<file path="src/rtl/assert_macros.svh">
// Assertion macros shared by the RTL files of the cosine similarity block.
// Plain text macros only; no other files are needed.
`ifndef ASSERT_MACROS_SVH
`define ASSERT_MACROS_SVH

// The property holds in the same cycle in which the condition holds.
`define ASSERT_IMPLY(lbl, clk, rst_n, cond, prop) \
  lbl: assert property (@(posedge clk) disable iff (!rst_n) (cond) |-> (prop)) \
    else $error("cosine similarity check failed");

// The property holds in the cycle after the one in which the condition holds.
`define ASSERT_NEXT(lbl, clk, rst_n, cond, prop) \
  lbl: assert property (@(posedge clk) disable iff (!rst_n) (cond) |=> (prop)) \
    else $error("cosine similarity check failed");

`endif

</file>
<file path="src/rtl/cs_pkg.sv">
// Package of the cosine similarity block: widths, payload structs, the
// back end state type and the multiplier request and response structs.
// Depends on nothing.
`timescale 1ns / 1ps

package cs_pkg;

  localparam int ELEM_W  = 16;
  localparam int SCORE_W = 16;
  localparam int DOT_W   = 40;
  localparam int NORM_W  = 39;
  localparam int PROD_W  = 32;
  localparam int SQ_W    = 31;

  // Shared multiplier: 40 x 40 bits in four 20 x 20 partial products.
  localparam int MUL_W   = 40;
  localparam int HALF_W  = 20;
  localparam int MULP_W  = 80;

  // Square root search: norm product, x times norm product, remainder.
  localparam int P_W     = 78;
  localparam int B_W     = 94;
  localparam int ROOT_W  = 111;
  localparam int X_W     = 16;
  localparam int K_W     = 4;
  localparam int R_SHIFT = 30;

  localparam logic [SCORE_W-1:0] ONE_Q14 = 16'd16384;

  localparam logic signed [DOT_W-1:0] DOT_MAX = {1'b0, {(DOT_W-1){1'b1}}};
  localparam logic signed [DOT_W-1:0] DOT_MIN = {1'b1, {(DOT_W-1){1'b0}}};
  localparam logic [NORM_W-1:0]       NORM_MAX = {NORM_W{1'b1}};

  typedef struct packed {
    logic signed [ELEM_W-1:0] elem_a;
    logic signed [ELEM_W-1:0] elem_b;
    logic                     last_element;
  } in_item_t;

  typedef struct packed {
    logic signed [SCORE_W-1:0] score;
    logic                      degenerate;
  } out_item_t;

  typedef struct packed {
    logic signed [DOT_W-1:0] dot;
    logic [NORM_W-1:0]       norm_a;
    logic [NORM_W-1:0]       norm_b;
  } sums_t;

  typedef struct packed {
    logic             start;
    logic [MUL_W-1:0] a;
    logic [MUL_W-1:0] b;
  } mul_req_t;

  typedef struct packed {
    logic              done;
    logic [MULP_W-1:0] prod;
  } mul_rsp_t;

  typedef enum logic [2:0] {
    ST_IDLE,
    ST_MUL_P,
    ST_MUL_D,
    ST_ROOT_SUM,
    ST_ROOT_CMP,
    ST_FIN
  } back_state_t;

endpackage

</file>
<file path="src/rtl/cs_front.sv">
// Front end: multiplies each accepted element pair, accumulates the dot
// product and both sums of squares with saturation, and pushes the sums on
// the last pair. Depends on cs_pkg.
`timescale 1ns / 1ps

module cs_front (
  input  logic             clk,
  input  logic             rst_n,
  input  logic             accept,
  input  cs_pkg::in_item_t in_item,
  output logic             last_pend,
  output logic             push,
  output cs_pkg::sums_t    push_data
);

  logic                              s1_valid_r;
  logic                              s1_last_r;
  logic signed [cs_pkg::PROD_W-1:0]  p_ab_r;
  logic [cs_pkg::SQ_W-1:0]           p_aa_r;
  logic [cs_pkg::SQ_W-1:0]           p_bb_r;

  logic signed [cs_pkg::PROD_W-1:0]  p_ab;
  logic signed [cs_pkg::PROD_W-1:0]  p_aa;
  logic signed [cs_pkg::PROD_W-1:0]  p_bb;

  logic signed [cs_pkg::DOT_W-1:0]   dot_r;
  logic [cs_pkg::NORM_W-1:0]         na_r;
  logic [cs_pkg::NORM_W-1:0]         nb_r;

  logic [cs_pkg::DOT_W:0]            dot_sum;
  logic [cs_pkg::NORM_W:0]           na_sum;
  logic [cs_pkg::NORM_W:0]           nb_sum;
  logic signed [cs_pkg::DOT_W-1:0]   dot_sat;
  logic [cs_pkg::NORM_W-1:0]         na_sat;
  logic [cs_pkg::NORM_W-1:0]         nb_sat;

  assign p_ab = in_item.elem_a * in_item.elem_b;
  assign p_aa = in_item.elem_a * in_item.elem_a;
  assign p_bb = in_item.elem_b * in_item.elem_b;

  // Squares are never negative and never above 2^30.
  always_ff @(posedge clk) begin
    p_ab_r <= p_ab;
    p_aa_r <= p_aa[cs_pkg::SQ_W-1:0];
    p_bb_r <= p_bb[cs_pkg::SQ_W-1:0];
    s1_last_r <= in_item.last_element;
  end

  always_comb begin
    dot_sum = {dot_r[cs_pkg::DOT_W-1], dot_r}
            + {{(cs_pkg::DOT_W+1-cs_pkg::PROD_W){p_ab_r[cs_pkg::PROD_W-1]}}, p_ab_r};
    na_sum  = {1'b0, na_r} + {{(cs_pkg::NORM_W+1-cs_pkg::SQ_W){1'b0}}, p_aa_r};
    nb_sum  = {1'b0, nb_r} + {{(cs_pkg::NORM_W+1-cs_pkg::SQ_W){1'b0}}, p_bb_r};

    if (dot_sum[cs_pkg::DOT_W] != dot_sum[cs_pkg::DOT_W-1]) begin
      dot_sat = dot_sum[cs_pkg::DOT_W] ? cs_pkg::DOT_MIN : cs_pkg::DOT_MAX;
    end else begin
      dot_sat = dot_sum[cs_pkg::DOT_W-1:0];
    end
    na_sat = na_sum[cs_pkg::NORM_W] ? cs_pkg::NORM_MAX : na_sum[cs_pkg::NORM_W-1:0];
    nb_sat = nb_sum[cs_pkg::NORM_W] ? cs_pkg::NORM_MAX : nb_sum[cs_pkg::NORM_W-1:0];
  end

  always_ff @(posedge clk) begin
    if (!rst_n) begin
      s1_valid_r <= 1'b0;
      dot_r      <= '0;
      na_r       <= '0;
      nb_r       <= '0;
    end else begin
      s1_valid_r <= accept;
      if (s1_valid_r) begin
        if (s1_last_r) begin
          dot_r <= '0;
          na_r  <= '0;
          nb_r  <= '0;
        end else begin
          dot_r <= dot_sat;
          na_r  <= na_sat;
          nb_r  <= nb_sat;
        end
      end
    end
  end

  assign last_pend        = s1_valid_r & s1_last_r;
  assign push             = last_pend;
  assign push_data.dot    = dot_sat;
  assign push_data.norm_a = na_sat;
  assign push_data.norm_b = nb_sat;

endmodule

</file>
<file path="config.mk">
export PLATFORM = sky130hd
export DESIGN_NAME = cs_front
export DESIGN_NICKNAME = d
export VERILOG_FILES = /design/src/rtl/assert_macros.svh /design/src/rtl/cs_pkg.sv /design/src/rtl/cs_front.sv
export SDC_FILE = /design/constraint.sdc
export NUM_CORES = 2
export LEC_CHECK = 0
export BUFFER_PORTS_ARGS = -buffer_cell sky130_fd_sc_hd__buf_4
export CAP_MARGIN = 10
export CORE_MARGIN = 3
export CORE_UTILIZATION = 60
export DETAILED_ROUTE_END_ITERATION = 8
export PLACE_DENSITY = 0.89
export SLEW_MARGIN = 20
export SYNTH_ARGS = -nofsm -noshare
export SYNTH_HDL_FRONTEND = slang
export SYNTH_SLANG_ARGS = --single-unit
</file>
<file path="constraint.sdc">
create_clock -name clk -period 8 [get_ports clk]
set_input_delay 0.8 -clock clk [delete_from_list [all_inputs] [get_ports clk]]
set_output_delay 0.8 -clock clk [all_outputs]
set_load 0.01 [all_outputs]
</file>
Word-level counts from Yosys, hierarchy flattened --
Cells that the tools add are included.
Operators by class: add/sub/neg operators 3, equal/unequal tests 1, bitwise operators 1, multiply operators 3, mux-type cells 7
Operator list (count):
- 2-to-1 mux 39 bit | 4
- 2-to-1 mux 40 bit | 3
- adder 39 x 31 -> 40 bit | 2
- multiplier 16 x 16 -> 31 bit | 2
- adder 40 x 32 -> 41 bit | 1
- multiplier 16 x 16 -> 32 bit | 1
- AND 1 bit | 1
- inequality test 1 bit | 1
Word-level totals: output and inout bits 120, logic and storage cells 23, flip-flop bits (word level) 214, input port bits 36

Depth between registers and ports, before layout --
depth in word-level cells 4, gate-level depth with buffers 27, depth with buffers taken out 25

Worst setup path after synthesis --
No wires, ideal clock.
kind input to register, start input in_item[2] in the netlist's numbering, end register p_ab_r[23] in the netlist's numbering, stages 23, path buffers 2, data required time 7.928 ns, path slack 1.211 ns, library setup time 0.072 ns, data arrival time 6.717 ns, cell sequence clkbuf_1 > clkbuf_1 > nand2_1 > fa_1 > fa_1 > fa_1 > inv_1 > fa_1 > fa_1 > inv_1 > fa_1 > inv_1 > ha_1 > a21o_1 > a21o_1 > a21o_1 > a2111oi_0 > o2bb2ai_1 > a21oi_1 > nor2b_1 > o21a_1 > o41ai_1 > xnor2_1
On the way: longest elaborated chain between the ends 1
RTL lines:
- start: declaration | line cs_front.sv:10 | input cs_pkg::in_item_t in_item,
- multiplier 16 x 16 -> 32 bit | line cs_front.sv:37 | assign p_ab = in_item.elem_a * in_item.elem_b;
- via p_ab, one bit | line cs_front.sv:22 | logic signed [cs_pkg::PROD_W-1:0] p_ab;
- end signal: assignment | line cs_front.sv:43 | p_ab_r <= p_ab;
- end: declaration | line cs_front.sv:18 | logic signed [cs_pkg::PROD_W-1:0] p_ab_r;
The timed path passes the listed nets, and every way through them passes these cells. A chain may end at the register's enable or synchronous reset.

Worst setup path after layout --
start input in_item[17] in the netlist's numbering, end register p_ab_r[28] in the netlist's numbering
Same word-level chain as after synthesis.

==> flow_summary.ini <==
[status]
status = complete, no violations

[sta]
setup_viol = 0
final_hold_viol_count = 0
max_slew.worst_pin.slew_ns = 0.981
post-route-period-util_pct = 86.5
slew_viol_final = 0
skew_ns = 0.0169
relSlewSlack_pct = 34.6
max_freq_mhz = 144
fin_crit_ns = 6.92
tns_ns = 0
rsz0062_at_grt = no

[synth]
syn_area_sq_um = 39100
synth_area_leaders = fa_1 (37%), ha_1 (11%), dfxtp_1 (11%)
synthArstFlopShare_pct = 0
yosysTopAreaCellShare_pct = 36.9
syn-num-nets = 5536
synth-edff-count = 0
yosys.area.top_type = fa_1
synth.most_common_cell = inv_1
postSynthAreaPerCell_sq_um = 8.84
synth_flop_cell = dfxtp_1
yosys_warnings = 0
syn_inst = 4421
yosysUniqueCellTypes = 85
ys_seq_area_share_pct = 10.9
synth-seq-cells = 212
synth_common_cells = inv_1 (952), fa_1 (721), nand2_1 (463), ha_1 (358), nor2_1 (257)

[placed_design]
gp_congestion = 0.968
portBuffers = 155
dp_hpwl_microns = 74800
place_inst = 5266

[detailed_routing]
viasPerCell = 5.79
detail_route.wl_per_cell_microns = 18.0
drt_iter0_drc = 2644
route.detailed.drc = 0
highest_layer = met5
postRouteAntennaNets = 0
wl_met1_microns = 36600
first_pass_iters = 6
dr_wl_met2_microns = 46400
wl_met3_microns = 8500
dr_total_vias = 30800
wl_microns = 95900

[global_route]
grt_max_degree = 76
grt_pass1_vias = 33200
grt_usage_pct = 29.0
antenna_found_initial = 10
grt_pass1_wl_microns = 160000
overflow = 0

[clock_network]
cts.repair.resized = 0
root_buffer = clkbuf_16
holdBufCountCts = 0
clock_latency_ns = 0.59
cts_tree = built
clk_pin_slew_worst_paths_ns = 0.06
cts.sink_count = 212
htreeDepth = 1
cts_made_buffers = 27
cts_setup_buffers = 0
clock_path_buffers = 3

[critical_path]
cp-end-kind = register
critPathLaunch = in_item[17]
reg2reg_depth = 12
r2r_start = p_ab_r[31]$_DFF_P_
crit_family = adder cells
worstPathRequired_ns = 8.50
rr_endpoint = dot_r[14]$_SDFFE_PN0P_
worstSetupPathType = in2reg
slowest_stage = clkinv_1
cp-start-kind = input pin
slowest_delay_ns = 0.57
worstPathCellList = buf_4 -> clkinv_1 -> nand2_1 -> fa_1 -> fa_1 -> inv_1 -> fa_1 -> fa_1 -> fa_1 -> inv_1 -> fa_1 -> inv_1 -> ha_1 -> a21oi_1 -> nand2_1 -> a21oi_1 -> o211ai_1 -> o31a_1 -> a211oi_1 -> a21o_1 -> o21bai_1 -> a21oi_1 -> xnor2_1
r2r_setup_slack_ns = 3.63
path_common_cell = fa_1
path_buf_inv = 5
cp_data_arrival_time_ns = 7.42
cp_max_fo = 21

[flow_run]
drv_cap = 0

[floorplan]
die-area_sq_um = 68200
num_rows = 92
start_util_pct = 61.3
die_w_microns = 261
fp.dieH_microns = 261
ios = 156
coreArea_sq_um = 63800

[final_layout]
layoutNonFillerInstCount = 5319
final_layout_size_suffix_gt1_share_pct = 6.11
nNetsFinal = 5564
post-route-util_pct = 65.4
syn2layout_area_growth_pct = 6.69

[hold_path]
hold_end = s1_last_r$_DFF_P_
holdPathStages = 1
min_from = in_item[0]
hold_path_class = in2reg
[layout make-up]
| type | instances | area [sq um] |
|---|---|---|
| antenna | 4 | 10.0 |
| sequential | 212 | 4240 |
| multi-input combinational | 3079 | 30600 |
| inverter | 959 | 3600 |
| tap | 846 | 1060 |
| clock inverter | 13 | 169 |
| clock buffer | 36 | 759 |
| timing repair buffer | 170 | 1280 |
| fill | 4838 | 22100 |
[flip-flops by register name (all words and copies together), names as in the netlist]
name        cells
s1_valid_r      1
nb_r           39
dot_r          40
na_r           39
s1_last_r       1
p_ab_r         32
p_bb_r         30
p_aa_r         30
[worst max-delay path by stage]
stage                                    end  slack, ns  cells past startpoint
final                     p_ab_r[28]$_DFF_P_       1.08                     23
after global routing      p_bb_r[30]$_DFF_P_       0.71                     21
after CTS                 p_bb_r[30]$_DFF_P_       1.21                     23
after detailed placement  p_bb_r[30]$_DFF_P_       0.60                     23
after global placement    p_bb_r[30]$_DFF_P_       0.83                     23
after floorplan           p_ab_r[23]$_DFF_P_       1.21                     23
[cells in the final DEF (no fill, tap or decap), types with 64 or more instances in the layout]
master,synthesis,final
and2_1,172,171
xnor2_1,151,151
o21ai_0,119,119
inv_1,952,952
a21oi_1,169,169
fa_1,721,721
xor2_1,64,64
ha_1,358,358
nand2_1,463,463
buf_4,2,170
dfxtp_1,212,212
a22o_1,64,64
nor2_1,257,257
a21o_1,88,88
[metal layers]
layer | track usage, % | vias to the layer above
li1 | - | 13800
met1 | 36.2 | 15200
met2 | 49.1 | 1423
met3 | 5.57 | 352
met4 | 12.6 | 6
met5 | 0 | -
[metrics by stage]
| step | setup WS [ns] | cell area [sq um] | hold slack [ns] |
|---|---|---|---|
| floorplan | 1.21 | 39100 | 0.429 |
| global placement | 0.828 | 40700 | 0.437 |
| detailed placement | 0.600 | 40700 | 0.445 |
| CTS | 1.21 | 41700 | 0.305 |
| global route | 0.707 | 41700 | 0.308 |
| finish | 1.08 | 41700 | 0.321 |
[worst reg2reg max path, cell delays in order (launching register included)]
cell      delay (ns)
dfxtp_1         0.80
ha_1            0.44
and3_1          0.25
and2_1          0.19
nand2_1         0.13
o22ai_1         0.12
nor4_2          0.25
o32ai_4         0.18
xnor2_4         0.64
a21boi_4        0.56
buf_4           0.39
nor2_1          0.17
o21ai_0         0.17
[kinds of logic after synthesis]
logic type / after synthesis / share of synthesized area [%]
buffers and inverters: 1130 / 10.9
XOR/XNOR: 216 / 4.89
AND/OR/NAND/NOR: 1097 / 12.9
adder cells (fa/ha/maj): 1102 / 49.0
flip-flops: 212 / 10.9
multiplexers: 6 / 0.167
AO/OA/AOI/OAI: 658 / 11.3
Power is not shown: default switching activity piles up to over one toggle a cycle in this logic, so the estimate is an artifact.
