<file path="src/rtl/assert_macros.svh">
// Assertion macros shared by the RTL files of the cosine similarity block.
// Plain text macros only; no other files are needed.
`ifndef ASSERT_MACROS_SVH
`define ASSERT_MACROS_SVH

// The property holds in the same cycle in which the condition holds.
`define ASSERT_IMPLY(lbl, clk, rst_n, cond, prop) \
  lbl: assert property (@(posedge clk) disable iff (!rst_n) (cond) |-> (prop)) \
    else $error("cosine similarity check failed");

// The property holds in the cycle after the one in which the condition holds.
`define ASSERT_NEXT(lbl, clk, rst_n, cond, prop) \
  lbl: assert property (@(posedge clk) disable iff (!rst_n) (cond) |=> (prop)) \
    else $error("cosine similarity check failed");

`endif

</file>
<file path="src/rtl/cs_pkg.sv">
// Package of the cosine similarity block: widths, payload structs, the
// back end state type and the multiplier request and response structs.
// Depends on nothing.
`timescale 1ns / 1ps

package cs_pkg;

  localparam int ELEM_W  = 16;
  localparam int SCORE_W = 16;
  localparam int DOT_W   = 40;
  localparam int NORM_W  = 39;
  localparam int PROD_W  = 32;
  localparam int SQ_W    = 31;

  // Shared multiplier: 40 x 40 bits in four 20 x 20 partial products.
  localparam int MUL_W   = 40;
  localparam int HALF_W  = 20;
  localparam int MULP_W  = 80;

  // Square root search: norm product, x times norm product, remainder.
  localparam int P_W     = 78;
  localparam int B_W     = 94;
  localparam int ROOT_W  = 111;
  localparam int X_W     = 16;
  localparam int K_W     = 4;
  localparam int R_SHIFT = 30;

  localparam logic [SCORE_W-1:0] ONE_Q14 = 16'd16384;

  localparam logic signed [DOT_W-1:0] DOT_MAX = {1'b0, {(DOT_W-1){1'b1}}};
  localparam logic signed [DOT_W-1:0] DOT_MIN = {1'b1, {(DOT_W-1){1'b0}}};
  localparam logic [NORM_W-1:0]       NORM_MAX = {NORM_W{1'b1}};

  typedef struct packed {
    logic signed [ELEM_W-1:0] elem_a;
    logic signed [ELEM_W-1:0] elem_b;
    logic                     last_element;
  } in_item_t;

  typedef struct packed {
    logic signed [SCORE_W-1:0] score;
    logic                      degenerate;
  } out_item_t;

  typedef struct packed {
    logic signed [DOT_W-1:0] dot;
    logic [NORM_W-1:0]       norm_a;
    logic [NORM_W-1:0]       norm_b;
  } sums_t;

  typedef struct packed {
    logic             start;
    logic [MUL_W-1:0] a;
    logic [MUL_W-1:0] b;
  } mul_req_t;

  typedef struct packed {
    logic              done;
    logic [MULP_W-1:0] prod;
  } mul_rsp_t;

  typedef enum logic [2:0] {
    ST_IDLE,
    ST_MUL_P,
    ST_MUL_D,
    ST_ROOT_SUM,
    ST_ROOT_CMP,
    ST_FIN
  } back_state_t;

endpackage

</file>
<file path="src/rtl/cs_queue.sv">
// Short queue of finished vector sums between the front and back ends.
// Depends on cs_pkg.
`timescale 1ns / 1ps

module cs_queue #(
  parameter int DEPTH = 2
) (
  input  logic                         clk,
  input  logic                         rst_n,
  input  logic                         push,
  input  cs_pkg::sums_t                push_data,
  input  logic                         pop,
  output logic                         valid,
  output cs_pkg::sums_t                pop_data,
  output logic [$clog2(DEPTH+1)-1:0]   count
);

  localparam int PTR_W = $clog2(DEPTH);
  localparam int CNT_W = $clog2(DEPTH+1);

  cs_pkg::sums_t     mem_r [DEPTH];
  logic [PTR_W-1:0]  wr_ptr_r, wr_ptr_nxt;
  logic [PTR_W-1:0]  rd_ptr_r, rd_ptr_nxt;
  logic [CNT_W-1:0]  count_r, count_nxt;

  always_comb begin
    wr_ptr_nxt = (wr_ptr_r == PTR_W'(DEPTH-1)) ? '0 : wr_ptr_r + 1'b1;
    rd_ptr_nxt = (rd_ptr_r == PTR_W'(DEPTH-1)) ? '0 : rd_ptr_r + 1'b1;
    count_nxt  = count_r + CNT_W'(push) - CNT_W'(pop);
  end

  always_ff @(posedge clk) begin
    if (!rst_n) begin
      wr_ptr_r <= '0;
      rd_ptr_r <= '0;
      count_r  <= '0;
    end else begin
      if (push) begin
        wr_ptr_r <= wr_ptr_nxt;
      end
      if (pop) begin
        rd_ptr_r <= rd_ptr_nxt;
      end
      count_r <= count_nxt;
    end
  end

  always_ff @(posedge clk) begin
    if (push) begin
      mem_r[wr_ptr_r] <= push_data;
    end
  end

  assign pop_data = mem_r[rd_ptr_r];
  assign valid    = (count_r != '0);
  assign count    = count_r;

endmodule

</file>
<file path="config.mk">
export PLATFORM = sky130hd
export DESIGN_NAME = cs_queue
export DESIGN_NICKNAME = d
export VERILOG_FILES = /design/src/rtl/assert_macros.svh /design/src/rtl/cs_pkg.sv /design/src/rtl/cs_queue.sv
export SDC_FILE = /design/constraint.sdc
export NUM_CORES = 1
export LEC_CHECK = 0
export ABC_CLOCK_PERIOD_IN_PS = 11600
export BUFFER_PORTS_ARGS = -buffer_cell sky130_fd_sc_hd__buf_2
export CAP_MARGIN = 0
export CORE_UTILIZATION = 35
export DETAILED_ROUTE_END_ITERATION = 16
export PLACE_DENSITY_LB_ADDON = 0.2
export SYNTH_ARGS = -nofsm -noshare
export SYNTH_HDL_FRONTEND = slang
export SYNTH_SLANG_ARGS = --single-unit
</file>
<file path="constraint.sdc">
create_clock -name clk -period 11.6 [get_ports clk]
set_clock_uncertainty 0.15 [all_clocks]
set_input_delay 0.58 -clock clk [delete_from_list [all_inputs] [get_ports clk]]
set_output_delay 0.58 -clock clk [all_outputs]
set_load 0.01 [all_outputs]
</file>
; After elaboration in Yosys (flattened, before gate mapping)
; Memories as Yosys holds them, arrays and structs flattened. A register that Yosys moved wholly into a read port is not among the register bits.
; Cells that the tools add are included.
[totals]
ff_bits = 4
mem_bits_rw = 236
inputBits = 122
out_inout_bits = 121
wordCells = 15
mem_count = 1
[op_classes]
add_sub_neg = 4
muxes = 6
reduce_logical = 1
[memory_table]
columns = memory, depth, word_bits, rd, rd_ports_with_merged_regs, wr, line_no
row1 = mem_r, 2, 118, 1, 1, 1, cs_queue.sv:21  ; cs_pkg::sums_t mem_r [DEPTH];
[ops]
columns = operator, n
row1 = $mux W1, 6
row2 = $add A1 B1 Y1 const B, 2
row3 = $add A2 B1 Y2, 1
row4 = $reduce_bool A2 Y1, 1
row5 = $sub A2 B1 Y2, 1

; Depth between registers and ports, before layout
; Gate-level depths: netlist of the first run.
[logic_depth]
word_depth = 4
depth_mapped = 6
depth_no_buf = 6

; Worst setup path after synthesis of the first run
; OpenSTA, ideal clock, no wires.
[synth_timing]
path_type = input-to-reg
startpoint = in push
endpoint = mem mem_r[0][0] in the netlist's numbering (enable)
setup_ns = 0.611
arrival_time_ns = 5.732
required_ns = 10.839
slack_ns = 5.107
path_stages = 1
n_path_buf = 0
cell_sequence = nor2b_1
[synth_via]
elab_chain_len = 2
[synth_lines]
columns = element, line_no
row1 = start: declaration, cs_queue.sv:10  ; input logic push,
row2 = $mux W1, cs_queue.sv:49  ; if (push) begin
row3 = $mux W1 (not written as such), cs_queue.sv:50  ; mem_r[wr_ptr_r] <= push_data;
row4 = end: declaration, cs_queue.sv:21
; No other way between the ends.

==> results of run 1 <==
critical path, delay by kind of cell, from the launching register on:
kind	cells	cell delay (ns)
buf+inv	2	1.01
flops	1	0.81
mux	1	0.43
logic make-up (layout without fill, tap and decap cells):
kind of cell / after synthesis / after routing / share of synthesized area, %
xor gates and xnor gates: 2 / 2 / 0.355
AOI/OAI and AO/OA: 1 / 1 / 0.0853
and+or+nand+nor: 8 / 8 / 0.569
buffers and inverters: 15 / 296 / 1.11
DFF: 241 / 241 / 81.6
adders and majority gates: 2 / 2 / 0.284
muxes: 118 / 118 / 15.9
power by group through the flow:
stage | sequential, mW | clock [mW] | combinational (mW)
2_1_floorplan | 1.04 | 0 | 0.119
3_3_place_gp | 1.04 | 0 | 0.195
3_5_place_dp | 1.05 | 0 | 0.198
4_1_cts | 1.03 | 0.783 | 0.199
5_1_grt | 1.03 | 0.815 | 0.210
6_report | 1.03 | 0.757 | 0.194
cells in the mapped netlist:
master    count  area share (%)
nor2b_1       3            0.21
ha_1          2            0.28
and2_1        4            0.28
mux2_2       98              13
xor2_1        1            0.10
inv_1         2           0.085
buf_2         9            0.51
edfxtp_1    236              81
o21a_1        1           0.085
mux2_4       20             3.4
dfxtp_1       5             1.1
xnor3_1       1            0.26
buf_6         4            0.51
or2_2         1           0.071
path summary, 6_finish.rpt:
check	start	to
setup / recovery	flip-flop	pop_data[10]
hold / removal	push_data[55]	mem_r[0][55]
setup reg to reg	wr_ptr_r	mem_r[1][90]
hold reg to reg	rd_ptr_r	flip-flop
through the flow:
| stage | worst slack (ns) | util (%) | area, µm² |
|---|---|---|---|
| after global placement | 8.51 | 42.4 | 10400 |
| after CTS | 7.91 | 45.7 | 11200 |
| after floorplan | 5.11 | - | 8800 |
| after global routing | 7.82 | 45.7 | 11200 |
| after detailed placement | 8.49 | 42.4 | 10400 |
| final | 8.03 | 45.7 | 11200 |
state kept, by name (all words and copies together) (netlist names), named ones only:
name / flops
count: 2
mem_r: 236
rd_ptr_r: 1
wr_ptr_r: 1
metal layers:
metal | GRT usage [%] | wire length [µm] | vias up
li1 | - | - | 2064
met1 | 15.6 | 6890 | 2169
met2 | 20.5 | 7740 | 182
met3 | 4.70 | 1610 | 38
met4 | 3.59 | 406 | 4
met5 | 0 | 23 | -
final cells by class:
type                       instances  area, µm²
fill                            2142      13300
multi-input combinational        131       1530
tap                              324        405
inverter                           2       7.51
timing repair buffer             246       1240
sequential                       241       7190
clock buffer                      38        717
clock inverter                    10       80.1
==> summary.md, run 1 <==
| Metric | Value |
|---|---|
| Unrepaired setup endpoints after global routing | `false` |
| GP Congestion | `0.721` |
| Top Ports | `243` |
| Count of different cell masters after synthesis | `14` |
| Core area | `24,500 µm²` |
| Final std cells w/o fill | `992` |
| Clk_lat worst skew | `0.52 ns` |
| Total Nets Final | `772` |
| Setup TNS | `0 ns` |
| Critical path's largest stage delay | `0.87 ns` |
| First-pass GRT wire length | `25,400 µm` |
| Max Buffers Root-to-Sink | `3` |
| Hold_ws | `0.0974 ns` |
| Max FO, Critical Path | `66` |
| Arrival @ worst endpoint | `2.84 ns` |
| Switch Pwr | `0.422 mW` |
| DR vias/cell | `4.49` |
| Setup Fix Bufs, Post-CTS | `0` |
| Hold Crit Class | `input pin to flip-flop` |
| Starting Density | `36.0%` |
| Maximum vdd drop | `0.000114 V` |
| Reg-to-reg slack, setup | `9.10 ns` |
| DRC viols | `0` |
| Largest net degree at the start of global routing | `73` |
| CP endpoint kind | `output pin` |
| Worst-Margin Slew | `1.01 ns` |
| Die width | `161 µm` |
| Vias in the first global route | `4,704` |
| Max Freq | `280 MHz` |
| Hold path depth | `1` |
| Period utilization | `30.8%` |
| Reg power frac | `51.9%` |
| Final count of pins violating max slew | `0` |
| Most frequent cells in the layout | `242 x buf_2, 236 x edfxtp_1, 98 x mux2_2` |
| Port bufs | `242` |
| CTS tree | `done` |
| Number of hold violations in the final report | `0` |
| Slowest CP cell | `buf_4` |
| Static Leakage | `4.20 nW` |
| FF-to-FF path depth | `2` |
| Post-route ant nets | `0` |
| Setup violators final | `0` |
| WL/cell | `16.8 µm` |
| Commonest non-fill, non-tap cell in the layout | `buf_2` |
| Post-layout minimum cycle time | `3.57 ns` |
| Pwr/cell area | `177 nW/µm²` |
| DR iter-0 viols | `155` |
| # rows | `57` |
| Cell chain of the critical path | `buf_4 -> mux2_2 -> buf_2` |
| Post-Synthesis Cells | `387` |
| Syn_nets | `511` |
| Mapped Avg Cell Area | `22.7 µm²` |
| Grt ovf | `0` |
| Die ar. | `25,800 µm²` |
| Global Route Usage Sum | `12.6%` |
| Relative slew margins | `32.6%` |
| Switching share of total power | `21.3%` |
| Max_cap viols | `0` |
| Flops & latches, synth | `241` |
| Total Wirelength | `16,700 µm` |
| Layout cells sized above 1 | `60.0%` |
| CTS Sinks | `241` |
| Seq/Total Area, Yosys | `81.6%` |
| Vias | `4,457` |
| Yosys warnings | `0` |
| Ant diodes | `0` |
| Initial antenna violation count | `2` |
| Die Ht | `161 µm` |
| Netlist Area Pre-Place | `8800 µm²` |
| Clock power frac | `38.3%` |
| Clock Pin Slew Worst Setup and Hold Paths | `0.06 ns` |
| Cts bufs inserted | `26` |
| Crit start category | `flip-flop` |
| Status | `completed` |
| Pre-antenna DRT Iters | `4` |
| Clock Root Buffer | `clkbuf_16` |
| P&R area growth vs syn | `26.9%` |
| Overall power | `1.98 mW` |
| Internal cell power | `1.56 mW` |
| Worst path required time | `10.87 ns` |
| H-tree levels | `1` |
| Post_cts resized | `0` |
| HPWL after DPL | `10,900 µm` |
| Cts hold-fix bufs | `0` |
| Combinational power share | `9.8%` |
| Crit Path Class | `flip-flop to output pin` |
| Placed cells | `944` |
Note: power is estimated with default switching activity, not from simulation.
==> run 2, diff against run 1 <==
--- a/config.mk
+++ b/config.mk
@@ -5,7 +5,7 @@
 export SDC_FILE = /design/constraint.sdc
 export NUM_CORES = 1
 export LEC_CHECK = 0
-export ABC_CLOCK_PERIOD_IN_PS = 11600
+export ABC_CLOCK_PERIOD_IN_PS = 3150
 export BUFFER_PORTS_ARGS = -buffer_cell sky130_fd_sc_hd__buf_2
 export CAP_MARGIN = 0
 export CORE_UTILIZATION = 35
==> constraint.sdc (replaced) <==
create_clock -name clk -period 3.15 [get_ports clk]
set_clock_uncertainty 0.15 [all_clocks]
set_input_delay 0.1575 -clock clk [delete_from_list [all_inputs] [get_ports clk]]
set_output_delay 0.1575 -clock clk [all_outputs]
set_load 0.01 [all_outputs]
==> summary.md, run 2 (synthesis results as in run 1) <==
| Metric | Value |
|---|---|
| CTS Sinks | `241 (unchanged)` |
| Total Wirelength | `18,000 µm (+8.2%)` |
| Post-route ant nets | `0 (unchanged)` |
| Multi-input combinational cell area | `1530 µm² (unchanged)` |
| Hold_ws | `0.187 ns (+0.0895 ns)` |
| Switch Pwr | `1.67 mW (+300%)` |
| Pwr/cell area | `627 nW/µm² (+250%)` |
| Sequential cell area | `7190 µm² (unchanged)` |
| Post-DP Area | `10,500 µm² (+0.89%)` |
| Setup violators final | `0 (unchanged)` |
| Grt met1 use | `15.2% (-0.35 points)` |
| CP endpoint kind | `output pin` |
| Crit Path Class | `flip-flop to output pin` |
| Overall power | `7.91 mW (+300%)` |
| R2r endpoint | `wr_ptr_r` |
| Commonest non-fill, non-tap cell in the layout | `buf_2` |
| Reg-to-reg slack, setup | `0.99 ns (-8.11 ns)` |
| Grt ovf | `0 (unchanged)` |
| WL/cell | `16.2 µm (-3.8%)` |
| Hold Crit Class | `input pin to flip-flop` |
| Most frequent cells in the layout | `242 x buf_2, 236 x edfxtp_1, 122 x dlygate4sd3_1` |
| Switching share of total power | `21.2% (-0.17 points)` |
| Starting Density | `36.0% (unchanged)` |
| Max FO, Critical Path | `47 (-29%)` |
| Period utilization | `79.7%` |
| GP Congestion | `0.723 (+0.28%)` |
| Crit start category | `flip-flop` |
| Static Leakage | `4.82 nW (+15%)` |
| Max Freq | `398 MHz` |
| Pre-antenna DRT Iters | `4 (unchanged)` |
| Worst path required time | `2.84 ns (-8.03 ns)` |
| Core area | `24,500 µm² (unchanged)` |
| Post-place setup slack | `1.14 ns (-7.34 ns)` |
| DR vias/cell | `4.40 (-2.0%)` |
| Worst-Margin Slew | `0.696 ns (-0.315 ns)` |
| Final std cells w/o fill | `1,116 (+13%)` |
| Combinational power share | `10.9% (+1.1 points)` |
| Die width | `161 µm (unchanged)` |
| Endpoint, Worst Hold | `mem_r[0][72]` |
| Total Nets Final | `899 (+16%)` |
| Layout cells sized above 1 | `51.6% (-8.4 points)` |
| Max Buffers Root-to-Sink | `3 (unchanged)` |
| Met3 GRT Util | `5.32% (+0.62 points)` |
| Clock power frac | `41.3% (+3.0 points)` |
| Filler cells | `1,987 (-7.2%)` |
| DRC viols | `0 (unchanged)` |
| Initial antenna violation count | `0 (-2)` |
| H-tree levels | `1 (unchanged)` |
| Vias in the first global route | `5,582 (+19%)` |
| Ant diodes | `0 (unchanged)` |
| Relative slew margins | `53.6% (+21 points)` |
| Core Util, Final | `51.6% (+5.9 points)` |
| Final instance area | `12,600 µm² (+13%)` |
| Post-layout minimum cycle time | `2.51 ns` |
| Max reg flops | `236 (unchanged)` |
| Arrival @ worst endpoint | `2.20 ns (-0.64 ns)` |
| Largest register by flop count | `mem_r` |
| Grt peak-use layer | `met2` |
| Reg2reg start | `wr_ptr_r` |
| Setup TNS | `0 ns (unchanged)` |
| Port bufs | `242 (unchanged)` |
| Placed cells | `948 (+0.42%)` |
| Final count of pins violating max slew | `0 (unchanged)` |
| Reg power frac | `47.7% (-4.2 points)` |
| HPWL after DPL | `11,200 µm (+3.2%)` |
| Cts bufs inserted | `27 (+3.8%)` |
| # rows | `57 (unchanged)` |
| FF-to-FF path depth | `4 (+2)` |
| Internal cell power | `6.24 mW (+300%)` |
| Hold path depth | `2 (+1)` |
| Status | `completed` |
| Clock Root Buffer | `clkbuf_16` |
| Max_cap viols | `0 (unchanged)` |
| Die Ht | `161 µm (unchanged)` |
| Min-delay src | `push_data[72]` |
| Maximum vdd drop | `0.000440 V (+290%)` |
| Top Ports | `243 (unchanged)` |
| Vias | `4,914 (+10%)` |
| DR iter-0 viols | `201 (+30%)` |
| Die ar. | `25,800 µm² (unchanged)` |
| First-pass GRT wire length | `27,900 µm (+10%)` |
| CTS tree | `done` |
| Number of hold violations in the final report | `0 (unchanged)` |
| Met2 GRT Util | `25.0% (+4.5 points)` |
| Largest net degree at the start of global routing | `58 (-21%)` |
| Global Route Usage Sum | `13.9% (+1.3 points)` |
| Clk_lat worst skew | `0.53 ns (about the same)` |
| Setup slack after layout | `0.640 ns (-7.39 ns)` |
| P&R area growth vs syn | `43.4%` |
| Unrepaired setup endpoints after global routing | `false` |
| Clock Pin Slew Worst Setup and Hold Paths | `0.06 ns (about the same)` |
| Post_cts resized | `0 (unchanged)` |
-- run 2: layout make-up --
type	instances	area share [%]
Clock buffer	28	5.38
Inverter	2	0.0595
Multi-Input combinational cell	131	12.1
Clock inverter	18	2.03
Sequential cell	241	57.0
Tap cell	324	3.21
Timing Repair Buffer	372	20.2
-- run 2: layer usage --
metal	share of wire [%]	vias to the layer above	routed length (µm)
li1	-	2319	-
met1	38	2391	6900
met2	50	178	9030
met3	9.6	26	1730
met4	2.0	0	365
met5	0	-	0
-- run 2: worst max path at each step --
stage	from	slack, ns	endpoint
2_1_floorplan	wr_ptr_r	0.49	mem_r[0][0]
3_3_place_gp	flip-flop	1.16	pop_data[52]
3_5_place_dp	flip-flop	1.14	pop_data[52]
4_1_cts	flip-flop	0.56	pop_data[52]
5_1_grt	flip-flop	0.52	pop_data[52]
6_report	flip-flop	0.64	pop_data[52]
-- run 2: critical path, stage by stage, from the launching register on --
cell     delay, ns
dfxtp_4       0.81
buf_12        0.32
mux2_2        0.39
buf_2         0.15
-- run 2: repair_timing --
action                                  in CTS  in global routing
hold endpoints to repair                   241                  0
endpoints found under the setup margin       0                  0
hold buffers                               122                  0
buffers inserted                             0                  0
-- run 2: power groups by stage --
stage          Combinational [mW]  Clock, mW  Sequential [mW]
6_report                    0.864       3.27             3.78
5_1_grt                     0.934       3.47             3.79
2_1_floorplan               0.439          0             3.81
4_1_cts                     0.877       3.36             3.78
3_5_place_dp                0.752          0             3.85
3_3_place_gp                0.737          0             3.84
