===== src/rtl/assert_macros.svh =====
// Assertion macros shared by the RTL files of the cosine similarity block.
// Plain text macros only; no other files are needed.
`ifndef ASSERT_MACROS_SVH
`define ASSERT_MACROS_SVH

// The property holds in the same cycle in which the condition holds.
`define ASSERT_IMPLY(lbl, clk, rst_n, cond, prop) \
  lbl: assert property (@(posedge clk) disable iff (!rst_n) (cond) |-> (prop)) \
    else $error("cosine similarity check failed");

// The property holds in the cycle after the one in which the condition holds.
`define ASSERT_NEXT(lbl, clk, rst_n, cond, prop) \
  lbl: assert property (@(posedge clk) disable iff (!rst_n) (cond) |=> (prop)) \
    else $error("cosine similarity check failed");

`endif


===== src/rtl/cs_pkg.sv =====
// Package of the cosine similarity block: widths, payload structs, the
// back end state type and the multiplier request and response structs.
// Depends on nothing.
`timescale 1ns / 1ps

package cs_pkg;

  localparam int ELEM_W  = 16;
  localparam int SCORE_W = 16;
  localparam int DOT_W   = 40;
  localparam int NORM_W  = 39;
  localparam int PROD_W  = 32;
  localparam int SQ_W    = 31;

  // Shared multiplier: 40 x 40 bits in four 20 x 20 partial products.
  localparam int MUL_W   = 40;
  localparam int HALF_W  = 20;
  localparam int MULP_W  = 80;

  // Square root search: norm product, x times norm product, remainder.
  localparam int P_W     = 78;
  localparam int B_W     = 94;
  localparam int ROOT_W  = 111;
  localparam int X_W     = 16;
  localparam int K_W     = 4;
  localparam int R_SHIFT = 30;

  localparam logic [SCORE_W-1:0] ONE_Q14 = 16'd16384;

  localparam logic signed [DOT_W-1:0] DOT_MAX = {1'b0, {(DOT_W-1){1'b1}}};
  localparam logic signed [DOT_W-1:0] DOT_MIN = {1'b1, {(DOT_W-1){1'b0}}};
  localparam logic [NORM_W-1:0]       NORM_MAX = {NORM_W{1'b1}};

  typedef struct packed {
    logic signed [ELEM_W-1:0] elem_a;
    logic signed [ELEM_W-1:0] elem_b;
    logic                     last_element;
  } in_item_t;

  typedef struct packed {
    logic signed [SCORE_W-1:0] score;
    logic                      degenerate;
  } out_item_t;

  typedef struct packed {
    logic signed [DOT_W-1:0] dot;
    logic [NORM_W-1:0]       norm_a;
    logic [NORM_W-1:0]       norm_b;
  } sums_t;

  typedef struct packed {
    logic             start;
    logic [MUL_W-1:0] a;
    logic [MUL_W-1:0] b;
  } mul_req_t;

  typedef struct packed {
    logic              done;
    logic [MULP_W-1:0] prod;
  } mul_rsp_t;

  typedef enum logic [2:0] {
    ST_IDLE,
    ST_MUL_P,
    ST_MUL_D,
    ST_ROOT_SUM,
    ST_ROOT_CMP,
    ST_FIN
  } back_state_t;

endpackage


===== src/rtl/cs_mul.sv =====
// Shared 40 x 40 bit unsigned multiplier built from one 20 x 20 bit
// multiplier, one partial product per cycle. Depends on cs_pkg.
`timescale 1ns / 1ps

module cs_mul (
  input  logic             clk,
  input  logic             rst_n,
  input  cs_pkg::mul_req_t req,
  output cs_pkg::mul_rsp_t rsp
);

  logic                        busy_r;
  logic [2:0]                  cnt_r;
  logic                        pp_v_r;
  logic                        done_r;
  logic [cs_pkg::MUL_W-1:0]    a_r, b_r;
  logic [2*cs_pkg::HALF_W-1:0] pp_r;
  logic [1:0]                  pp_sh_r;
  logic [cs_pkg::MULP_W-1:0]   acc_r;

  logic [cs_pkg::HALF_W-1:0]   sel_a, sel_b;
  logic [cs_pkg::MULP_W-1:0]   pp_ext;
  logic [cs_pkg::MULP_W-1:0]   pp_shifted;
  logic                        stepping;

  // Counter values 0 to 3 pick the halves; 4 means all issued.
  assign stepping = busy_r && !cnt_r[2];
  assign sel_a    = cnt_r[0] ? a_r[cs_pkg::MUL_W-1:cs_pkg::HALF_W] : a_r[cs_pkg::HALF_W-1:0];
  assign sel_b    = cnt_r[1] ? b_r[cs_pkg::MUL_W-1:cs_pkg::HALF_W] : b_r[cs_pkg::HALF_W-1:0];

  always_comb begin
    pp_ext = {{(cs_pkg::MULP_W-2*cs_pkg::HALF_W){1'b0}}, pp_r};
    case (pp_sh_r)
      2'd0:    pp_shifted = pp_ext;
      2'd1:    pp_shifted = pp_ext << cs_pkg::HALF_W;
      2'd2:    pp_shifted = pp_ext << (2*cs_pkg::HALF_W);
      default: pp_shifted = '0;
    endcase
  end

  always_ff @(posedge clk) begin
    if (!rst_n) begin
      busy_r <= 1'b0;
      cnt_r  <= '0;
      pp_v_r <= 1'b0;
      done_r <= 1'b0;
    end else if (req.start) begin
      busy_r <= 1'b1;
      cnt_r  <= '0;
      pp_v_r <= 1'b0;
      done_r <= 1'b0;
    end else begin
      pp_v_r <= stepping;
      if (stepping) begin
        cnt_r <= cnt_r + 3'd1;
      end
      done_r <= busy_r && cnt_r[2] && pp_v_r;
      if (busy_r && cnt_r[2] && pp_v_r) begin
        busy_r <= 1'b0;
      end
    end
  end

  always_ff @(posedge clk) begin
    if (req.start) begin
      a_r   <= req.a;
      b_r   <= req.b;
      acc_r <= '0;
    end else begin
      pp_r    <= sel_a * sel_b;
      pp_sh_r <= 2'({1'b0, cnt_r[0]} + {1'b0, cnt_r[1]});
      if (pp_v_r) begin
        acc_r <= acc_r + pp_shifted;
      end
    end
  end

  assign rsp.done = done_r;
  assign rsp.prod = acc_r;

endmodule


===== src/rtl/cs_back.sv =====
// Back end: takes one set of sums from the queue; unless a norm is zero, forms
// the norm product and the scaled squared dot product on the shared multiplier,
// then finds the score one bit at a time. Depends on cs_pkg and cs_mul.
`timescale 1ns / 1ps

module cs_back (
  input  logic              clk,
  input  logic              rst_n,
  input  logic              q_valid,
  input  cs_pkg::sums_t     q_data,
  output logic              q_pop,
  output logic              out_valid,
  output cs_pkg::out_item_t out_item
);

  cs_pkg::back_state_t state_r, state_nxt;

  cs_pkg::mul_req_t mul_req;
  cs_pkg::mul_rsp_t mul_rsp;

  logic                       dot_neg_r;
  logic                       degen_r;
  logic [cs_pkg::MUL_W-1:0]   mag_r;
  logic [cs_pkg::P_W-1:0]     p_r;
  logic [cs_pkg::ROOT_W-1:0]  rem_r;
  logic [cs_pkg::ROOT_W-1:0]  sum_r;
  logic [cs_pkg::B_W-1:0]     bacc_r;
  logic [cs_pkg::X_W-1:0]     x_r;
  logic [cs_pkg::K_W-1:0]     k_r;
  logic                       out_valid_r, out_valid_nxt;
  cs_pkg::out_item_t          out_item_r;

  logic                       zero_norm;
  logic [cs_pkg::MUL_W-1:0]   dot_mag;
  logic [cs_pkg::ROOT_W:0]    diff;
  logic [cs_pkg::X_W:0]       x_plus1;
  logic [cs_pkg::SCORE_W-1:0] m_raw, m_clip;

  cs_mul u_mul (
    .clk   (clk),
    .rst_n (rst_n),
    .req   (mul_req),
    .rsp   (mul_rsp)
  );

  assign zero_norm = (q_data.norm_a == '0) || (q_data.norm_b == '0);
  assign dot_mag   = q_data.dot[cs_pkg::DOT_W-1] ? (~q_data.dot + 1'b1) : q_data.dot;
  assign diff      = {1'b0, rem_r} - {1'b0, sum_r};

  always_comb begin
    state_nxt = state_r;
    case (state_r)
      cs_pkg::ST_IDLE: begin
        if (q_valid) begin
          state_nxt = zero_norm ? cs_pkg::ST_FIN : cs_pkg::ST_MUL_P;
        end
      end
      cs_pkg::ST_MUL_P: begin
        if (mul_rsp.done) begin
          state_nxt = cs_pkg::ST_MUL_D;
        end
      end
      cs_pkg::ST_MUL_D: begin
        if (mul_rsp.done) begin
          state_nxt = cs_pkg::ST_ROOT_SUM;
        end
      end
      cs_pkg::ST_ROOT_SUM: state_nxt = cs_pkg::ST_ROOT_CMP;
      cs_pkg::ST_ROOT_CMP: begin
        state_nxt = (k_r == '0) ? cs_pkg::ST_FIN : cs_pkg::ST_ROOT_SUM;
      end
      cs_pkg::ST_FIN: state_nxt = cs_pkg::ST_IDLE;
      default: state_nxt = cs_pkg::ST_IDLE;
    endcase
  end

  always_comb begin
    q_pop         = 1'b0;
    mul_req.start = 1'b0;
    mul_req.a     = mag_r;
    mul_req.b     = mag_r;
    out_valid_nxt = 1'b0;
    case (state_r)
      cs_pkg::ST_IDLE: begin
        q_pop         = q_valid;
        mul_req.start = q_valid && !zero_norm;
        mul_req.a     = {{(cs_pkg::MUL_W-cs_pkg::NORM_W){1'b0}}, q_data.norm_a};
        mul_req.b     = {{(cs_pkg::MUL_W-cs_pkg::NORM_W){1'b0}}, q_data.norm_b};
      end
      cs_pkg::ST_MUL_P: mul_req.start = mul_rsp.done;
      cs_pkg::ST_FIN:   out_valid_nxt = 1'b1;
      default: begin
      end
    endcase
  end

  // Search keeps rem = 2^30*dot^2 - x^2*P and bacc = x*P.
  always_ff @(posedge clk) begin
    case (state_r)
      cs_pkg::ST_IDLE: begin
        if (q_valid) begin
          mag_r     <= dot_mag;
          dot_neg_r <= q_data.dot[cs_pkg::DOT_W-1];
          degen_r   <= zero_norm;
        end
      end
      cs_pkg::ST_MUL_P: begin
        if (mul_rsp.done) begin
          p_r <= mul_rsp.prod[cs_pkg::P_W-1:0];
        end
      end
      cs_pkg::ST_MUL_D: begin
        if (mul_rsp.done) begin
          rem_r  <= cs_pkg::ROOT_W'({mul_rsp.prod, {cs_pkg::R_SHIFT{1'b0}}});
          bacc_r <= '0;
          x_r    <= '0;
          k_r    <= cs_pkg::K_W'(cs_pkg::X_W-1);
        end
      end
      cs_pkg::ST_ROOT_SUM: begin
        sum_r <= (cs_pkg::ROOT_W'(bacc_r) << ({1'b0, k_r} + 5'd1))
               + (cs_pkg::ROOT_W'(p_r) << {k_r, 1'b0});
      end
      cs_pkg::ST_ROOT_CMP: begin
        if (!diff[cs_pkg::ROOT_W]) begin
          rem_r    <= diff[cs_pkg::ROOT_W-1:0];
          bacc_r   <= bacc_r + (cs_pkg::B_W'(p_r) << k_r);
          x_r[k_r] <= 1'b1;
        end
        k_r <= k_r - 1'b1;
      end
      default: begin
      end
    endcase
  end

  // Largest odd value not above x gives m = floor((x+1)/2), clamped to one.
  always_comb begin
    x_plus1 = {1'b0, x_r} + 1'b1;
    m_raw   = x_plus1[cs_pkg::X_W:1];
    m_clip  = (m_raw > cs_pkg::ONE_Q14) ? cs_pkg::ONE_Q14 : m_raw;
  end

  always_ff @(posedge clk) begin
    if (!rst_n) begin
      state_r     <= cs_pkg::ST_IDLE;
      out_valid_r <= 1'b0;
    end else begin
      state_r     <= state_nxt;
      out_valid_r <= out_valid_nxt;
    end
  end

  always_ff @(posedge clk) begin
    if (state_r == cs_pkg::ST_FIN) begin
      out_item_r.degenerate <= degen_r;
      if (degen_r) begin
        out_item_r.score <= '0;
      end else begin
        out_item_r.score <= dot_neg_r ? -m_clip : m_clip;
      end
    end
  end

  assign out_valid = out_valid_r;
  assign out_item  = out_item_r;

endmodule


===== config.mk =====
export PLATFORM = sky130hd
export DESIGN_NAME = cs_back
export DESIGN_NICKNAME = d
export VERILOG_FILES = /design/src/rtl/assert_macros.svh /design/src/rtl/cs_pkg.sv /design/src/rtl/cs_mul.sv /design/src/rtl/cs_back.sv
export SDC_FILE = /design/constraint.sdc
export NUM_CORES = 2
export LEC_CHECK = 0
export BUFFER_PORTS_ARGS = -buffer_cell sky130_fd_sc_hd__buf_2
export CORE_MARGIN = 3
export CORE_UTILIZATION = 25
export DETAILED_ROUTE_END_ITERATION = 10
export SLEW_MARGIN = 20
export SYNTH_ARGS = -nofsm -noshare
export SYNTH_HDL_FRONTEND = slang
export SYNTH_SLANG_ARGS = --single-unit

===== constraint.sdc =====
create_clock -name clk -period 8.5 [get_ports clk]
set_input_delay 0.85 -clock clk [delete_from_list [all_inputs] [get_ports clk]]
set_output_delay 0.85 -clock clk [all_outputs]
set_load 0.005 [all_outputs]

Word level (Yosys, flattened, before mapping). Cells that the tools add are included.

Bits of input ports: 121. Output and inout port bits: 19. Word-level logic and storage cells: 108. Register bits: 684.

Mux-type cells: 31. Add/sub/neg operators: 11. Equal/unequal tests: 11. Multiply operators: 1. Reduce and logical (&&, ||, !) cells: 21. $lt $le $gt $ge: 3. Bitwise logic cells: 3. Shifts and indexed selects: 3.

Operators with widths (count): case mux 80 bit (3 select lines) (1); 2-to-1 mux 111 bit (2); case mux 111 bit (2 select lines) (1); 2-to-1 mux 94 bit (2); case mux 94 bit (2 select lines) (1); subtractor 111 x 111 -> 112 bit (1); adder 111 bit (1); << shifter 78 x 5 -> 111 bit (1); << shifter 94 x 5 -> 111 bit (1); adder 94 bit (1); << shifter 78 x 4 -> 94 bit (1); adder 80 bit (1); 2-to-1 mux 79 bit (1); zero test 39 bit (2); 2-to-1 mux 16 bit (4); adder 40 x 1 -> 40 bit (second input constant) (1); multiplier 20 x 20 -> 40 bit (1); 2-to-1 mux 20 bit (2); NOT 40 bit (1); 2-to-1 mux 39 bit (1); case mux 16 bit (2 select lines) (1); adder 16 x 1 -> 17 bit (second input constant) (1); > comparator 16 x 15 -> 1 bit (second input constant) (1); negator 16 bit (1); 32 further kinds (53).

Logic depth before layout (Yosys ltp).
Word-level depth: 7. Gate-level depth with buffers: 30. Gate-level depth less buffers: 27.

By module. A second synthesis with hierarchy kept.

Cells, all modules: 8869. Area, all modules: 76101.7 sq um.

Modules (own cells, without submodules): cs_back (cells an instance 6079, area each 50642.3 sq um, times used 1, sequential area each 14283.7 sq um); cs_mul (cells an instance 2790, area each 25459.4 sq um, times used 1, sequential area each 5385.2 sq um).

Worst setup path before layout. Ideal clock, no wire load.

Path kind: flip-flop to flip-flop. Start: register state_r[2]. End: register u_mul.a_r[0] (netlist bit), enable pin. Slack: -946 ps. Data required time: 8026 ps. Library setup time: 474 ps. Arrival: 8972 ps. Clock period less this slack: 9446 ps. Buffers on the path: 4. Stages on the path, launching flop included: 7. Path through: dfxtp_1 -> clkbuf_1 -> nor3_1 -> a21o_1 -> clkbuf_1 -> clkbuf_1 -> buf_1.

RTL lines: start, declared (RTL line cs_back.sv:16) `cs_pkg::back_state_t state_r, state_nxt;`; start signal, assigned (RTL line cs_back.sv:146) `state_r <= cs_pkg::ST_IDLE;`; start signal, assigned (RTL line cs_back.sv:149) `state_r <= state_nxt;`; end signal, assigned (RTL line cs_mul.sv:66) `a_r <= req.a;`; end, declared (RTL line cs_mul.sv:16) `logic [cs_pkg::MUL_W-1:0] a_r, b_r;`.

Worst setup path after layout.
Start: register u_mul.cnt_r[0]. End: register u_mul.pp_r[33] (netlist bit), data pin.

Word-level cells in the longest chain between the ends: 2.

Ends and longest elaborated chain: start, declared (RTL line cs_mul.sv:13) `logic [2:0] cnt_r;`; start signal, assigned (RTL line cs_mul.sv:55) `cnt_r <= cnt_r + 3'd1;`; 2-to-1 mux 20 bit (RTL line cs_mul.sv:28) `assign sel_a = cnt_r[0] ? a_r[cs_pkg::MUL_W-1:cs_pkg::HALF_W] : a_r[cs_pkg::HALF_W-1:0];`; multiplier 20 x 20 -> 40 bit (RTL line cs_mul.sv:70) `pp_r <= sel_a * sel_b;`; end signal, assigned (RTL line cs_mul.sv:70); end, declared (RTL line cs_mul.sv:17) `logic [2*cs_pkg::HALF_W-1:0] pp_r;`.

No other way between the ends. A chain may end at the register's enable or synchronous reset.

==> out/results.txt <==
Status: finished clean
First-pass GRT wire length: 388,000 microns
R2R depth: 27
Post-Route WL: 257,000 microns
Vias in the first global route: 62,113
Num CTS Buffers: 75
Static Leak: 32.8 nW
Drt drc: 0
Post-CTS setup buffers: 0
FP Rows: 201
Max Cap Viol: 0
Synth-to-Final Area Change: 9.90%
Routability congestion estimate: 1.00
Setup TNS: 0 ps
DRT Pass-1 Iters: 7
Buffers on Ports: 139
Final nets: 9,718
Multi-input logic area: 0.0521 sq mm
Post-synth EDFFs: 594
Main synth FF type: edfxtp_1
Syn avg cell area: 8.49 sq um
Reg-to-reg critical path startpoint: u_mul.cnt_r[0]$_SDFFE_PP0P_
Peak supply drop: 1.14 mV
Min Tclk post-route: 8100 ps
Hold_buf cts: 0
Worst-path clk slew: 70 ps
Via count: 66,356
Pre-CTS WS: 407 ps
Max Fclk: 123 MHz
Iter 0 DRT Violations: 8,126
CTS resizes: 0
Wire per inst: 20.2 microns
All-layer global routing usage: 0.160
Overflow left after global routing: 0
Final setup vio count: 0
Worst-Margin Slew: 1140 ps
Hold Path Stages: 1
Yosys warns: 0
CP max FO: 14
Core Box Area: 0.301 sq mm
Clock root cell: clkbuf_16
Slowest stage cell, crit path: dfxtp_2
Sequential share of the synthesized area: 0.259
CP Capture Type: flip-flop
Worst EP required: 8920 ps
Critical setup path kind: reg -> reg
Max_slew headroom: 0.237
Mapped Nets: 9,911
Starting Density: 0.252
Clock Path Buffers: 3
Post-route cell area: 0.0832 sq mm
Final Max Slew Viols: 0
Unrepaired setup endpoints after global routing: false
Clock latency on the worst-skew pair: 710 ps
Share of post-route cells with drive strength above 1: 0.0727
Gate Count Post-Synth: 8,917
Buf+Inv Stages, Crit Path: 6
IO Count: 140
Hold Path Origin: q_data[78]
Crit-path most repeated cell: fa_1
Post-synth design cell area: 0.0757 sq mm
FF-to-FF setup slack: 400 ps
Sinks on Clock Net: 684
Yosys cell types: 94
Final hold vios: 0
Worst Hold End: mag_r[0]$_DFFE_PP_
Slowest stage delay, CP: 580 ps
Vias per inst: 5.21
Die height: 556 microns
Die width: 556 microns
Clock skew: 48.3 ps
Worst path top cell family by delay: adder cells
Hold WC Path Type: in -> reg
CTS tree: built
Largest net degree at the start of global routing: 234
ANT nets after route: 0
Setup ws final: 399 ps
Worst EP arrival: 8520 ps
Worst r2r dst: u_mul.pp_r[33]$_DFFE_PN_
Register Area: 0.0196 sq mm
Area after DPL: 0.0806 sq mm
Detail Placement HPWL: 207,000 microns
Period Utilization, post-route: 0.953
Fillers: 32,217
Yosys reg bits: 684
PD cells: 322 mW/mm^2
H-tree depth: 3
Async S/R FF share, synth: 0
Die area: 0.309 sq mm
Initial antenna violation count: 9
Crit path launch type: flip-flop
[layer usage]
metal	global-route usage	part of all wire
met5	0.00156	0.00027
met4	0.0406	0.026
met3	0.0415	0.10
met2	0.235	0.42
met1	0.231	0.45
[state kept, by name, summed over array words and instances, names as in the netlist]
register and flops:
u_mul.a_r 40, rem_r 111, p_r 78, u_mul.pp_r 40, u_mul.b_r 39, out_valid 1
mag_r 40, out_item 17, sum_r 111, u_mul.busy_r 1, u_mul.pp_v_r 1, state_r 3
u_mul.done_r 1, x_r 16, degen_r 1, u_mul.cnt_r 3, bacc_r 94, dot_neg_r 1
u_mul.pp_sh_r 2, k_r 4, u_mul.acc_r 80
[power breakdown]
part | internal [mW] | switching [mW]
sequential | 4.76 | 0.264
clock | 2.01 | 1.54
combinational | 7.57 | 10.6
[cell usage in the layout, fill, tap and decap left out, types with 139 or more instances in the layout]
master       n
mux2i_1    422
ha_1       548
xor2_1     165
nand4_1    156
nand2_1   1134
a21oi_1    634
nor3_1     155
nor2_1    1015
xnor2_1    300
inv_1      559
buf_2      139
a21o_1     303
o21ai_0    551
edfxtp_1   594
fa_1       324
[stage by stage]
step | utilization | total power, mW | hold slack (ps) | std cells
floorplan | - | 18.2 | 424 | 8917
global placement | 0.268 | 23.4 | 502 | 12604
detailed placement | 0.268 | 23.3 | 493 | 12604
CTS | 0.277 | 27.1 | 368 | 12742
global route | 0.277 | 29.4 | 381 | 12745
finish | 0.277 | 26.8 | 427 | 12746
[kinds of logic after synthesis]
family	after synthesis	synth area share
flip-flops	684	0.259
adder cells (fa/ha/maj)	873	0.176
AND/OR/NAND/NOR	3042	0.178
AO/OA/AOI/OAI	2159	0.177
multiplexers	602	0.101
XOR/XNOR	469	0.0543
buffers and inverters	1088	0.0542
[synthesized netlist by cell type, types with 15 or more instances]
cell,instances,area (sq um)
nand2_1,1134,4260
nor2_1,1016,3810
a21oi_1,634,3170
edfxtp_1,594,17800
inv_1,559,2100
o21ai_0,551,2760
ha_1,549,6870
clkbuf_1,452,1700
mux2i_1,427,4270
fa_1,324,6490
a21o_1,304,2280
xnor2_1,303,2650
xor2_1,166,1450
nor3_1,157,786
nand4_1,156,976
o21bai_1,131,983
mux4_2,127,2860
nand3_1,115,576
nand2b_1,114,713
dfxtp_1,90,1800
and2_1,74,463
nor2b_1,63,394
buf_1,59,221
o21a_1,58,435
o21ai_1,58,290
a211oi_1,54,405
a31oi_1,49,307
mux2_2,48,541
and3_1,45,282
o31ai_1,45,338
nor4_1,38,238
o211ai_1,38,285
or3_1,36,225
or2_2,26,163
a22o_1,22,193
o22ai_1,22,138
a221oi_1,19,166
o41ai_1,18,158
o32ai_1,16,140
or4_1,16,120
a21boi_0,15,113
o31a_1,15,131
[worst max path at each step]
stage,startpoint,cells past startpoint,slack (ps),end
after detailed placement,u_mul.cnt_r[1]$_SDFFE_PP0P_,25,410,u_mul.pp_r[33]$_DFFE_PN_
after floorplan,u_mul.cnt_r[1]$_SDFFE_PP0P_,29,390,u_mul.pp_r[33]$_DFFE_PN_
after CTS,u_mul.cnt_r[1]$_SDFFE_PP0P_,25,400,u_mul.pp_r[33]$_DFFE_PN_
final,u_mul.cnt_r[0]$_SDFFE_PP0P_,27,400,u_mul.pp_r[33]$_DFFE_PN_
after global routing,u_mul.cnt_r[1]$_SDFFE_PP0P_,25,40,u_mul.pp_r[33]$_DFFE_PN_
after global placement,u_mul.cnt_r[0]$_SDFFE_PP0P_,28,450,u_mul.pp_r[33]$_DFFE_PN_
[cell type report]
type	instances	area share
clock inverter	50	0.00719
multi-input combinational	7145	0.626
clock buffer	88	0.0239
timing repair buffer	255	0.0215
tap	3958	0.0595
inverter	563	0.0254
sequential	684	0.236
antenna	3	0.0000902
(Power assumes the default switching activity.)
